File: src/rtl/dass_pkg.sv
// ----------------------------------------------------------------------------
// dass_pkg
// Shared types, codes and helpers for the address search sequencer.
// ----------------------------------------------------------------------------
`default_nettype none

package dass_pkg;

    localparam int ADDRESS_BITS = 24;
    localparam int MAX_RESULTS  = 4;

    localparam logic [ADDRESS_BITS-1:0] ADDR_ALL_ONES = {ADDRESS_BITS{1'b1}};
    localparam logic [4:0]              BIT_TOP       = 5'(ADDRESS_BITS - 1);
    localparam logic [7:0]              SHORT_NONE    = 8'hFF;
    localparam logic [23:0]             WAIT_MS       = 24'd1000;

    // operation codes
    localparam logic [1:0] OP_START_ASSIGN = 2'd0;
    localparam logic [1:0] OP_START_QUERY  = 2'd1;
    localparam logic [1:0] OP_ANSWER       = 2'd2;

    // bus commands
    localparam logic [3:0] CMD_INIT      = 4'd0;
    localparam logic [3:0] CMD_RAND      = 4'd1;
    localparam logic [3:0] CMD_WAIT      = 4'd2;
    localparam logic [3:0] CMD_COMPARE   = 4'd3;
    localparam logic [3:0] CMD_QUERY     = 4'd4;
    localparam logic [3:0] CMD_PROGRAM   = 4'd5;
    localparam logic [3:0] CMD_VERIFY    = 4'd6;
    localparam logic [3:0] CMD_WITHDRAW  = 4'd7;
    localparam logic [3:0] CMD_TERMINATE = 4'd8;

    // status codes
    localparam logic [2:0] ST_OK          = 3'd0;
    localparam logic [2:0] ST_VERIFY_FAIL = 3'd1;
    localparam logic [2:0] ST_MISMATCH    = 3'd2;
    localparam logic [2:0] ST_NONE_FOUND  = 3'd3;
    localparam logic [2:0] ST_FINISHED    = 3'd4;

    // sequencer phases
    localparam logic [3:0] PH_IDLE   = 4'd0;
    localparam logic [3:0] PH_ALL    = 4'd1;
    localparam logic [3:0] PH_BITS   = 4'd2;
    localparam logic [3:0] PH_FIX    = 4'd3;
    localparam logic [3:0] PH_CHECK  = 4'd4;
    localparam logic [3:0] PH_QUERY  = 4'd5;
    localparam logic [3:0] PH_VERIFY = 4'd6;

    // register indexes on the config port
    localparam logic REG_SHORT_ANSWER_LIMIT = 1'b0;
    localparam logic REG_MAX_DEVICES        = 1'b1;

    typedef struct packed {
        logic [3:0]              phase;
        logic [4:0]              bit_position;
        logic [ADDRESS_BITS-1:0] probe_addr;
        logic [6:0]              devices_found;
        logic                    assign_mode;
        logic [7:0]              decoded_short;
    } t_state;

    // one bus command with its status snapshot
    typedef struct packed {
        logic [3:0]              command;
        logic [23:0]             command_data;
        logic                    wants_answer;
        logic [6:0]              device_count;
        logic [ADDRESS_BITS-1:0] found_long_address;
        logic [7:0]              dev_short;
        logic [2:0]              status;
    } t_rec;

    // all commands caused by one input beat
    typedef struct packed {
        logic [2:0]                  num;
        t_rec [MAX_RESULTS-1:0]      recs;
    } t_bundle;

    function automatic t_rec mk_rec(
        input logic [3:0]              cmd,
        input logic [23:0]             data,
        input logic                    wants,
        input t_state                  st,
        input logic [2:0]              status
    );
        t_rec r;
        r.command            = cmd;
        r.command_data       = data;
        r.wants_answer       = wants;
        r.device_count       = st.devices_found;
        r.found_long_address = st.probe_addr;
        r.dev_short          = st.decoded_short;
        r.status             = status;
        return r;
    endfunction

endpackage

`default_nettype wire

File: src/rtl/dali_address_search_sequencer_unit.sv
// ----------------------------------------------------------------------------
// dali_address_search_sequencer_unit
// Commissioning sequencer: start beats and bus answers in, bus commands out.
// ----------------------------------------------------------------------------
// On an accepted input beat the sequencer state updates at once and the up to
// four commands it causes, if any, are stored as a group in a two-entry
// output queue. Commands leave one per cycle on the output channel while it is
// not stalled, the last of a group flagged by o_last_of_run. A new input beat is
// accepted in any cycle in which the queue holds fewer than two groups, so the
// sustained input rate is set by the single output port: four commands after a
// start in assign mode, one for an ordinary compare answer.
// Configuration is on an APB port: limit at 0x0, max_devices at 0x4.
// ----------------------------------------------------------------------------
`default_nettype none

module dali_address_search_sequencer_unit import dass_pkg::*; (
    input  wire         i_clk,
    input  wire         i_rst_n,
    // config port
    input  wire         psel,
    input  wire         penable,
    input  wire         pwrite,
    input  wire  [2:0]  paddr,
    input  wire  [31:0] pwdata,
    output logic [31:0] prdata,
    output logic        pready,
    // input channel
    input  wire         i_in_valid,
    output logic        o_in_stall,
    input  wire  [1:0]  i_operation,
    input  wire  [7:0]  i_group_select,
    input  wire         i_answer_present,
    input  wire  [7:0]  i_answer_byte,
    // output channel
    output logic        o_out_valid,
    input  wire         i_out_stall,
    output logic [3:0]  o_command,
    output logic [23:0] o_command_data,
    output logic        o_wants_answer,
    output logic        o_last_of_run,
    output logic [6:0]  o_device_count,
    output logic [23:0] o_found_long_address,
    output logic [7:0]  o_dev_short,
    output logic [2:0]  o_status
);

    logic [7:0] r_short_answer_limit;
    logic [6:0] r_max_devices;
    t_state     r_state;
    t_state     n_state;
    t_bundle    n_bundle;
    t_bundle    r_fifo [2];
    logic       r_wr_ptr;
    logic       r_rd_ptr;
    logic [1:0] r_count;
    logic [1:0] r_sub;
    t_bundle    head;
    t_rec       cur;
    logic       in_beat;
    logic       out_beat;
    logic       push;
    logic       pop;
    logic       head_last;

    // config registers
    assign pready = 1'b1;

    always_ff @(posedge i_clk) begin
        if (!i_rst_n) begin
            r_short_answer_limit <= 8'd127;
            r_max_devices        <= 7'd64;
        end else if (psel && penable && pwrite) begin
            case (paddr[2])
                REG_SHORT_ANSWER_LIMIT: r_short_answer_limit <= pwdata[7:0];
                REG_MAX_DEVICES:        r_max_devices        <= pwdata[6:0];
                default: begin
                end
            endcase
        end
    end

    always_comb begin
        case (paddr[2])
            REG_SHORT_ANSWER_LIMIT: prdata = {24'd0, r_short_answer_limit};
            REG_MAX_DEVICES:        prdata = {25'd0, r_max_devices};
            default:                prdata = '0;
        endcase
    end

    // sequencer step
    dass_step u_step (
        .i_state              (r_state),
        .i_short_answer_limit (r_short_answer_limit),
        .i_max_devices        (r_max_devices),
        .i_operation          (i_operation),
        .i_group_select       (i_group_select),
        .i_answer_present     (i_answer_present),
        .i_answer_byte        (i_answer_byte),
        .o_state              (n_state),
        .o_bundle             (n_bundle)
    );

    assign o_in_stall = (r_count == 2'd2);
    assign in_beat    = i_in_valid && !o_in_stall;
    assign push       = in_beat && (n_bundle.num != 3'd0);

    always_ff @(posedge i_clk) begin
        if (!i_rst_n) begin
            r_state.phase          <= PH_IDLE;
            r_state.bit_position   <= BIT_TOP;
            r_state.probe_addr     <= '0;
            r_state.devices_found  <= '0;
            r_state.assign_mode    <= 1'b0;
            r_state.decoded_short  <= SHORT_NONE;
        end else if (in_beat) begin
            r_state <= n_state;
        end
    end

    // output queue of command groups
    assign head      = r_fifo[r_rd_ptr];
    assign cur       = head.recs[r_sub];
    assign head_last = ({1'b0, r_sub} == (head.num - 3'd1));
    assign out_beat  = o_out_valid && !i_out_stall;
    assign pop       = out_beat && head_last;

    always_ff @(posedge i_clk) begin
        if (push) begin
            r_fifo[r_wr_ptr] <= n_bundle;
        end
    end

    always_ff @(posedge i_clk) begin
        if (!i_rst_n) begin
            r_wr_ptr <= 1'b0;
            r_rd_ptr <= 1'b0;
            r_count  <= 2'd0;
            r_sub    <= 2'd0;
        end else begin
            if (push) begin
                r_wr_ptr <= ~r_wr_ptr;
            end
            if (pop) begin
                r_rd_ptr <= ~r_rd_ptr;
                r_sub    <= 2'd0;
            end else if (out_beat) begin
                r_sub <= r_sub + 2'd1;
            end
            case ({push, pop})
                2'b10:   r_count <= r_count + 2'd1;
                2'b01:   r_count <= r_count - 2'd1;
                default: r_count <= r_count;
            endcase
        end
    end

    // result beat fields
    assign o_out_valid          = (r_count != 2'd0);
    assign o_command            = cur.command;
    assign o_command_data       = cur.command_data;
    assign o_wants_answer       = cur.wants_answer;
    assign o_last_of_run        = head_last;
    assign o_device_count       = cur.device_count;
    assign o_found_long_address = cur.found_long_address;
    assign o_dev_short          = cur.dev_short;
    assign o_status             = cur.status;

endmodule

`default_nettype wire

File: src/rtl/dass_step.sv
// ----------------------------------------------------------------------------
// dass_step
// Next state and command list for one input beat of the search sequencer.
// ----------------------------------------------------------------------------
`default_nettype none

module dass_step import dass_pkg::*; (
    input  var t_state     i_state,
    input  wire  [7:0]     i_short_answer_limit,
    input  wire  [6:0]     i_max_devices,
    input  wire  [1:0]     i_operation,
    input  wire  [7:0]     i_group_select,
    input  wire            i_answer_present,
    input  wire  [7:0]     i_answer_byte,
    output t_state         o_state,
    output t_bundle        o_bundle
);

    t_state                  st;
    t_rec [MAX_RESULTS-1:0]  recs;
    logic [2:0]              k;
    logic                    do_begin;
    logic                    do_close;
    logic [2:0]              close_status;
    logic [ADDRESS_BITS-1:0] bit_mask;
    logic [ADDRESS_BITS-1:0] next_mask;
    logic [ADDRESS_BITS-1:0] trial;
    logic [7:0]              ans;
    logic [7:0]              check_short;
    logic                    has_verify;
    logic [2:0]              end_status;

    always_comb begin
        st           = i_state;
        recs         = '0;
        k            = 3'd0;
        do_begin     = 1'b0;
        do_close     = 1'b0;
        close_status = ST_OK;
        bit_mask     = ADDRESS_BITS'(1) << i_state.bit_position;
        next_mask    = ADDRESS_BITS'(1) << (i_state.bit_position - 5'd1);
        trial        = '0;
        ans          = i_answer_present ? i_answer_byte : 8'd0;
        check_short  = SHORT_NONE;
        has_verify   = 1'b0;
        end_status   = (i_state.devices_found == 7'd0) ? ST_NONE_FOUND : ST_FINISHED;

        case (i_operation)
            OP_START_ASSIGN, OP_START_QUERY: begin
                st.assign_mode    = (i_operation == OP_START_ASSIGN);
                st.devices_found  = '0;
                st.decoded_short  = SHORT_NONE;
                st.probe_addr     = '0;
                st.bit_position   = BIT_TOP;
                recs[0] = mk_rec(CMD_INIT, {16'd0, i_group_select}, 1'b0, st, ST_OK);
                k = 3'd1;
                if (st.assign_mode) begin
                    recs[1] = mk_rec(CMD_RAND, 24'd0, 1'b0, st, ST_OK);
                    recs[2] = mk_rec(CMD_WAIT, WAIT_MS, 1'b0, st, ST_OK);
                    k = 3'd3;
                end
                do_begin = 1'b1;
            end
            OP_ANSWER: begin
                case (i_state.phase)
                    // broad compare: anyone left on the bus
                    PH_ALL: begin
                        if (!i_answer_present) begin
                            st.phase = PH_IDLE;
                            recs[0]  = mk_rec(CMD_TERMINATE, 24'd0, 1'b0, st, end_status);
                        end else begin
                            st.bit_position   = BIT_TOP;
                            st.probe_addr     = ADDRESS_BITS'(1) << BIT_TOP;
                            st.phase          = PH_BITS;
                            recs[0] = mk_rec(CMD_COMPARE, st.probe_addr, 1'b1, st, ST_OK);
                        end
                        k = 3'd1;
                    end
                    // one bit of successive approximation per answer
                    PH_BITS: begin
                        trial = i_answer_present ? (i_state.probe_addr & ~bit_mask)
                                                 : i_state.probe_addr;
                        st.probe_addr = trial;
                        if (i_state.bit_position == 5'd0) begin
                            if (trial == '0 || trial == ADDR_ALL_ONES) begin
                                st.phase = PH_IDLE;
                                recs[0]  = mk_rec(CMD_TERMINATE, 24'd0, 1'b0, st, end_status);
                            end else begin
                                st.phase = PH_FIX;
                                recs[0]  = mk_rec(CMD_COMPARE, trial, 1'b1, st, ST_OK);
                            end
                        end else begin
                            st.bit_position   = i_state.bit_position - 5'd1;
                            st.probe_addr     = trial | next_mask;
                            recs[0] = mk_rec(CMD_COMPARE, st.probe_addr, 1'b1, st, ST_OK);
                        end
                        k = 3'd1;
                    end
                    // final step: address moves one above the probe if the probe drew no answer
                    PH_FIX: begin
                        if (!i_answer_present) begin
                            st.probe_addr = i_state.probe_addr + ADDRESS_BITS'(1);
                        end
                        st.phase = PH_CHECK;
                        recs[0]  = mk_rec(CMD_COMPARE, st.probe_addr, 1'b1, st, ST_OK);
                        k = 3'd1;
                    end
                    PH_CHECK: begin
                        if (!i_answer_present) begin
                            st.phase = PH_IDLE;
                            recs[0]  = mk_rec(CMD_TERMINATE, 24'd0, 1'b0, st, ST_MISMATCH);
                        end else begin
                            st.phase = PH_QUERY;
                            recs[0]  = mk_rec(CMD_QUERY, 24'd0, 1'b1, st, ST_OK);
                        end
                        k = 3'd1;
                    end
                    // decode short address, then program and/or verify
                    PH_QUERY: begin
                        if (ans == 8'd0) begin
                            st.decoded_short = SHORT_NONE;
                        end else if (ans <= i_short_answer_limit) begin
                            st.decoded_short = ans >> 1;
                        end else begin
                            st.decoded_short = ans;
                        end
                        if (st.assign_mode) begin
                            check_short = {i_state.devices_found, 1'b0};
                            has_verify  = 1'b1;
                            recs[0] = mk_rec(CMD_PROGRAM,
                                             {16'd0, i_state.devices_found, 1'b1},
                                             1'b0, st, ST_OK);
                            k = 3'd1;
                        end else if (st.decoded_short != SHORT_NONE) begin
                            check_short = {st.decoded_short[6:0], 1'b0};
                            has_verify  = 1'b1;
                        end
                        if (has_verify) begin
                            st.phase = PH_VERIFY;
                            recs[k[1:0]] = mk_rec(CMD_VERIFY, {16'd0, check_short[7:1], 1'b1},
                                                  1'b1, st, ST_OK);
                            k = k + 3'd1;
                        end else begin
                            do_close = 1'b1;
                        end
                    end
                    PH_VERIFY: begin
                        if (i_answer_present && i_answer_byte == 8'hFF) begin
                            do_close = 1'b1;
                        end else begin
                            recs[0] = mk_rec(CMD_WAIT, WAIT_MS, 1'b0, st, ST_VERIFY_FAIL);
                            k = 3'd1;
                            do_close     = 1'b1;
                            close_status = ST_VERIFY_FAIL;
                        end
                    end
                    default: begin
                    end
                endcase
            end
            default: begin
            end
        endcase

        // withdraw the handled device and count it
        if (do_close) begin
            recs[k[1:0]] = mk_rec(CMD_WITHDRAW, st.probe_addr, 1'b0, st, close_status);
            k = k + 3'd1;
            st.devices_found = st.devices_found + 7'd1;
            do_begin = 1'b1;
        end

        // start a new search or end the run at the device limit
        if (do_begin) begin
            if (st.devices_found >= i_max_devices) begin
                st.phase = PH_IDLE;
                recs[k[1:0]] = mk_rec(CMD_TERMINATE, 24'd0, 1'b0, st,
                                      (st.devices_found == 7'd0) ? ST_NONE_FOUND
                                                                 : ST_FINISHED);
            end else begin
                st.decoded_short  = SHORT_NONE;
                st.probe_addr     = ADDR_ALL_ONES;
                st.phase          = PH_ALL;
                recs[k[1:0]] = mk_rec(CMD_COMPARE, ADDR_ALL_ONES, 1'b1, st, ST_OK);
            end
            k = k + 3'd1;
        end

        o_state       = st;
        o_bundle.num  = k;
        o_bundle.recs = recs;
    end

endmodule

`default_nettype wire

File: config.mk
export PLATFORM = sky130hd
export DESIGN_NAME = dali_address_search_sequencer_unit
export DESIGN_NICKNAME = d
export VERILOG_FILES = /design/src/rtl/dass_pkg.sv /design/src/rtl/dali_address_search_sequencer_unit.sv /design/src/rtl/dass_step.sv
export SDC_FILE = /design/constraint.sdc
export NUM_CORES = 1
export LEC_CHECK = 0
export BUFFER_PORTS_ARGS = -buffer_cell sky130_fd_sc_hd__clkbuf_2
export CAP_MARGIN = 10
export CORE_MARGIN = 8
export CORE_UTILIZATION = 67
export DETAILED_ROUTE_END_ITERATION = 7
export PLACE_DENSITY_LB_ADDON = 0.2
export RECOVER_POWER = 100
export SLEW_MARGIN = 0
export SYNTH_ARGS = -nofsm -noshare
export SYNTH_HDL_FRONTEND = slang
export SYNTH_SLANG_ARGS = --single-unit
File: constraint.sdc
create_clock -name i_clk -period 38.5 [get_ports i_clk]
set_clock_uncertainty 0.1 [all_clocks]
set_input_delay 7.7 -clock i_clk [delete_from_list [all_inputs] [get_ports i_clk]]
set_output_delay 7.7 -clock i_clk [all_outputs]
set_load 0.005 [all_outputs]
==> results.cfg <==
[grt]
grtUsageTotal_pct = 33.2
grt_overflow = 0
antenna_found_initial = 2
grt_pass1_wl_um = 142000
grt_max_degree = 81
grt_pass1_vias = 24132

[synthesis]
syn_area_sq_um = 32300
synth.avg_cell_area_sq_um = 12.5
synth_edf_count = 572
ys_types = 89
synthFlopType = edfxtp_1
synth_top_cell_by_area = edfxtp_1
synth_warnings = 0
ys_top_cells_by_count = 572 x edfxtp_1, 248 x nand2_1, 198 x a21oi_1
synthTopCellsByArea = edfxtp_1 53%, mux4_2 9.8%, dfxtp_1 4.3%
synth_seq_cells = 642
synth_cells = 2585
post-synth-top-area-fraction_pct = 53.1
ys_seq_area_share_pct = 57.5
yosysMostFrequentCell = edfxtp_1
ys_async_sr_fraction_pct = 0

[final_layout]
instances_no_fill = 3277
drive_gt1_share_pct = 16.7
syn2layout_area_growth_pct = 8.44
fillCellCount = 3070
fin_nets = 2706

[drt]
firstDrtPassIters = 7
ant_nets = 0
drc_errors = 0
drt-initial-drc-count = 3622
via_count = 23633
viasPerCell = 7.21
avgRoutedWirePerCell_um = 28.7
drt-total-wl_um = 94100

[critical_path]
worstPathArrival_ns = 22.27
critPathSlowestCell = clkbuf_1
cp.required_ns = 38.56
cp_cell_sequence = clkbuf_1, nand2_1, inv_1, ha_1, nand4_1, or2_1, nand2_1, a21oi_1, or3_1, a21oi_1, nor2_1, inv_1, ha_1, nand2_1, inv_1, ha_1, a22oi_1, o31ai_1, nor2_1, clkbuf_1, clkbuf_1
critical_path.max_fanout = 71
worstSetupStartpointType = input port
end_kind = flop
critPathMaxStageDelay_ns = 3.07
path_class = input port to flop

[sta]
setup_viol = 0
worstMarginPinSlew_ns = 4.49
fin_crit_sh_pct = 57.7
max_freq_ghz = 0.0450
hold_viol_final = 0
final_max_slew_viol_count = 1140
totalNegativeSetupSlack_ns = 0
slew-limit-headroom_pct = -199
finalCriticalPeriod_ns = 22.21
rsz0062_at_grt = no

[pwr]
leakagePower_nw = 11.6
p_per_area_nw_per_um2 = 44.8
ir_worst_vdd_uv = 41.8

[clocking]
clkSinkCount = 642
cts_tree = yes
cts-resized-gates = 0
htreeDepth = 2
clockBufferDepth = 3
cts_setup_buffers = 0
holdBufCountCts = 0
clk_latency_ns = 0.64
numCtsBuffers = 61
root_buffer = clkbuf_16
clkTransAtPathRegs_ns = 0.06

[die]
io_pins = 168
row_count = 80
die_h_um = 236
initial_core_util_pct = 67.8
die_area_sq_um = 55500
core-area_sq_um = 47600
fp.dieW_um = 236

[outcome]
status = finished, violations left
violations = max-capacitance violations, max-slew violations

[job]
drv_cap = 25

[placed_design]
numPortBuffers = 116
dp.cells = 3160
hpwl_um = 60000
gp_congestion = 0.998

[worst_hold_path]
holdCritPathClass = flop to flop
-- cells by family after synthesis --
family | count (synthesis) | share of synthesized area [%]
adders and majority gates | 36 | 1.39
muxes | 226 | 12.7
xor gates and xnor gates | 34 | 0.921
and+or+nand+nor | 638 | 9.01
buffers and inverters | 281 | 3.87
DFF | 642 | 57.5
AOI/OAI and AO/OA | 726 | 14.6
other | 2 | 0.0232
-- final timing paths --
check             slack (ns)               end  depth (start not counted)             start
setup / recovery       16.29    r_fifo[0][123]                         21  i_answer_present
hold / removal          0.40  r_max_devices[3]                          2  r_max_devices[3]
setup reg to reg       24.03    r_fifo[0][123]                         15       r_state[47]
hold reg to reg         0.40  r_max_devices[3]                          2  r_max_devices[3]
-- where the power goes --
group          switching [mW]  internal (mW)  total (mW)
clock                   0.260          0.356       0.616
sequential             0.0152          0.788       0.803
combinational          0.0963         0.0534       0.150
total                   0.371           1.20        1.57
-- area by class of cell --
cell class,instances,area [sq um],share of cell area [%]
well taps,615,769,2.20
diodes,1,2.50,0.00714
flip-flops and latches,642,18600,53.0
inverters,49,184,0.525
clock inverters,33,367,1.05
clock buffers,82,1700,4.84
repair buffers,170,860,2.45
multi-input cells,1685,12600,35.9
-- stage by stage --
step | total power [mW] | util [%] | area [sq um] | setup slack [ns] | hold slack (ns)
after floorplan | 0.920 | - | 32400 | 14.23 | 0.343
after global placement | 0.955 | 69.6 | 33200 | 22.28 | 0.359
after detailed placement | 0.962 | 69.6 | 33200 | 22.26 | 0.387
after CTS | 1.57 | 74.0 | 35200 | 22.26 | 0.396
after global routing | 1.61 | 73.6 | 35000 | 15.39 | 0.428
final | 1.57 | 73.6 | 35000 | 16.29 | 0.402
-- routing by layer --
metal	vias up	routed length, um	part of all wire (%)	track usage (%)
li1	9984	-	-	-
met1	11482	33200	35	41.4
met2	1754	44500	47	53.7
met3	411	10500	11	7.28
met4	2	5790	6.2	18.7
met5	-	16	0.017	0
-- worst max-delay path: cells and delay by family --
family                     cells  cell delay, ns
buffers and inverters          6            8.07
AOI/OAI and AO/OA              4            0.97
adders and majority gates      3            0.83
and+or+nand+nor                8            4.50
-- cells in the final DEF, fill, tap and decap left out, types with 18 or more instances in the layout --
cell type	Yosys	layout
edfxtp_1	572	572
nand2_1	248	249
a21oi_1	198	200
nor2_1	189	192
o21ai_0	181	188
mux4_2	140	140
clkbuf_1	136	81
clkbuf_2	0	70
dfxtp_1	70	68
clkbuf_16	0	62
mux2_2	72	51
inv_1	46	48
a22oi_1	44	44
ha_1	36	36
nand3_1	31	31
a31oi_1	29	29
buf_4	29	29
a221oi_1	28	28
o22ai_1	28	28
conb_1	2	25
o211ai_1	22	22
mux2_1	0	21
nand4_1	20	20
xnor2_1	18	18
nor3_1	20	18
a22o_1	18	18
-- sequential cells by signal, indices dropped and copies added, names as in the netlist, named ones only --
| name | flops |
|---|---|
| r_count | 2 |
| r_max_devices | 7 |
| r_state | 48 |
| r_fifo | 572 |
| r_rd_ptr | 1 |
| r_sub | 2 |
| r_short_answer_limit | 8 |
| r_wr_ptr | 1 |
No activity file was read; power rests on OpenSTA's default activity.
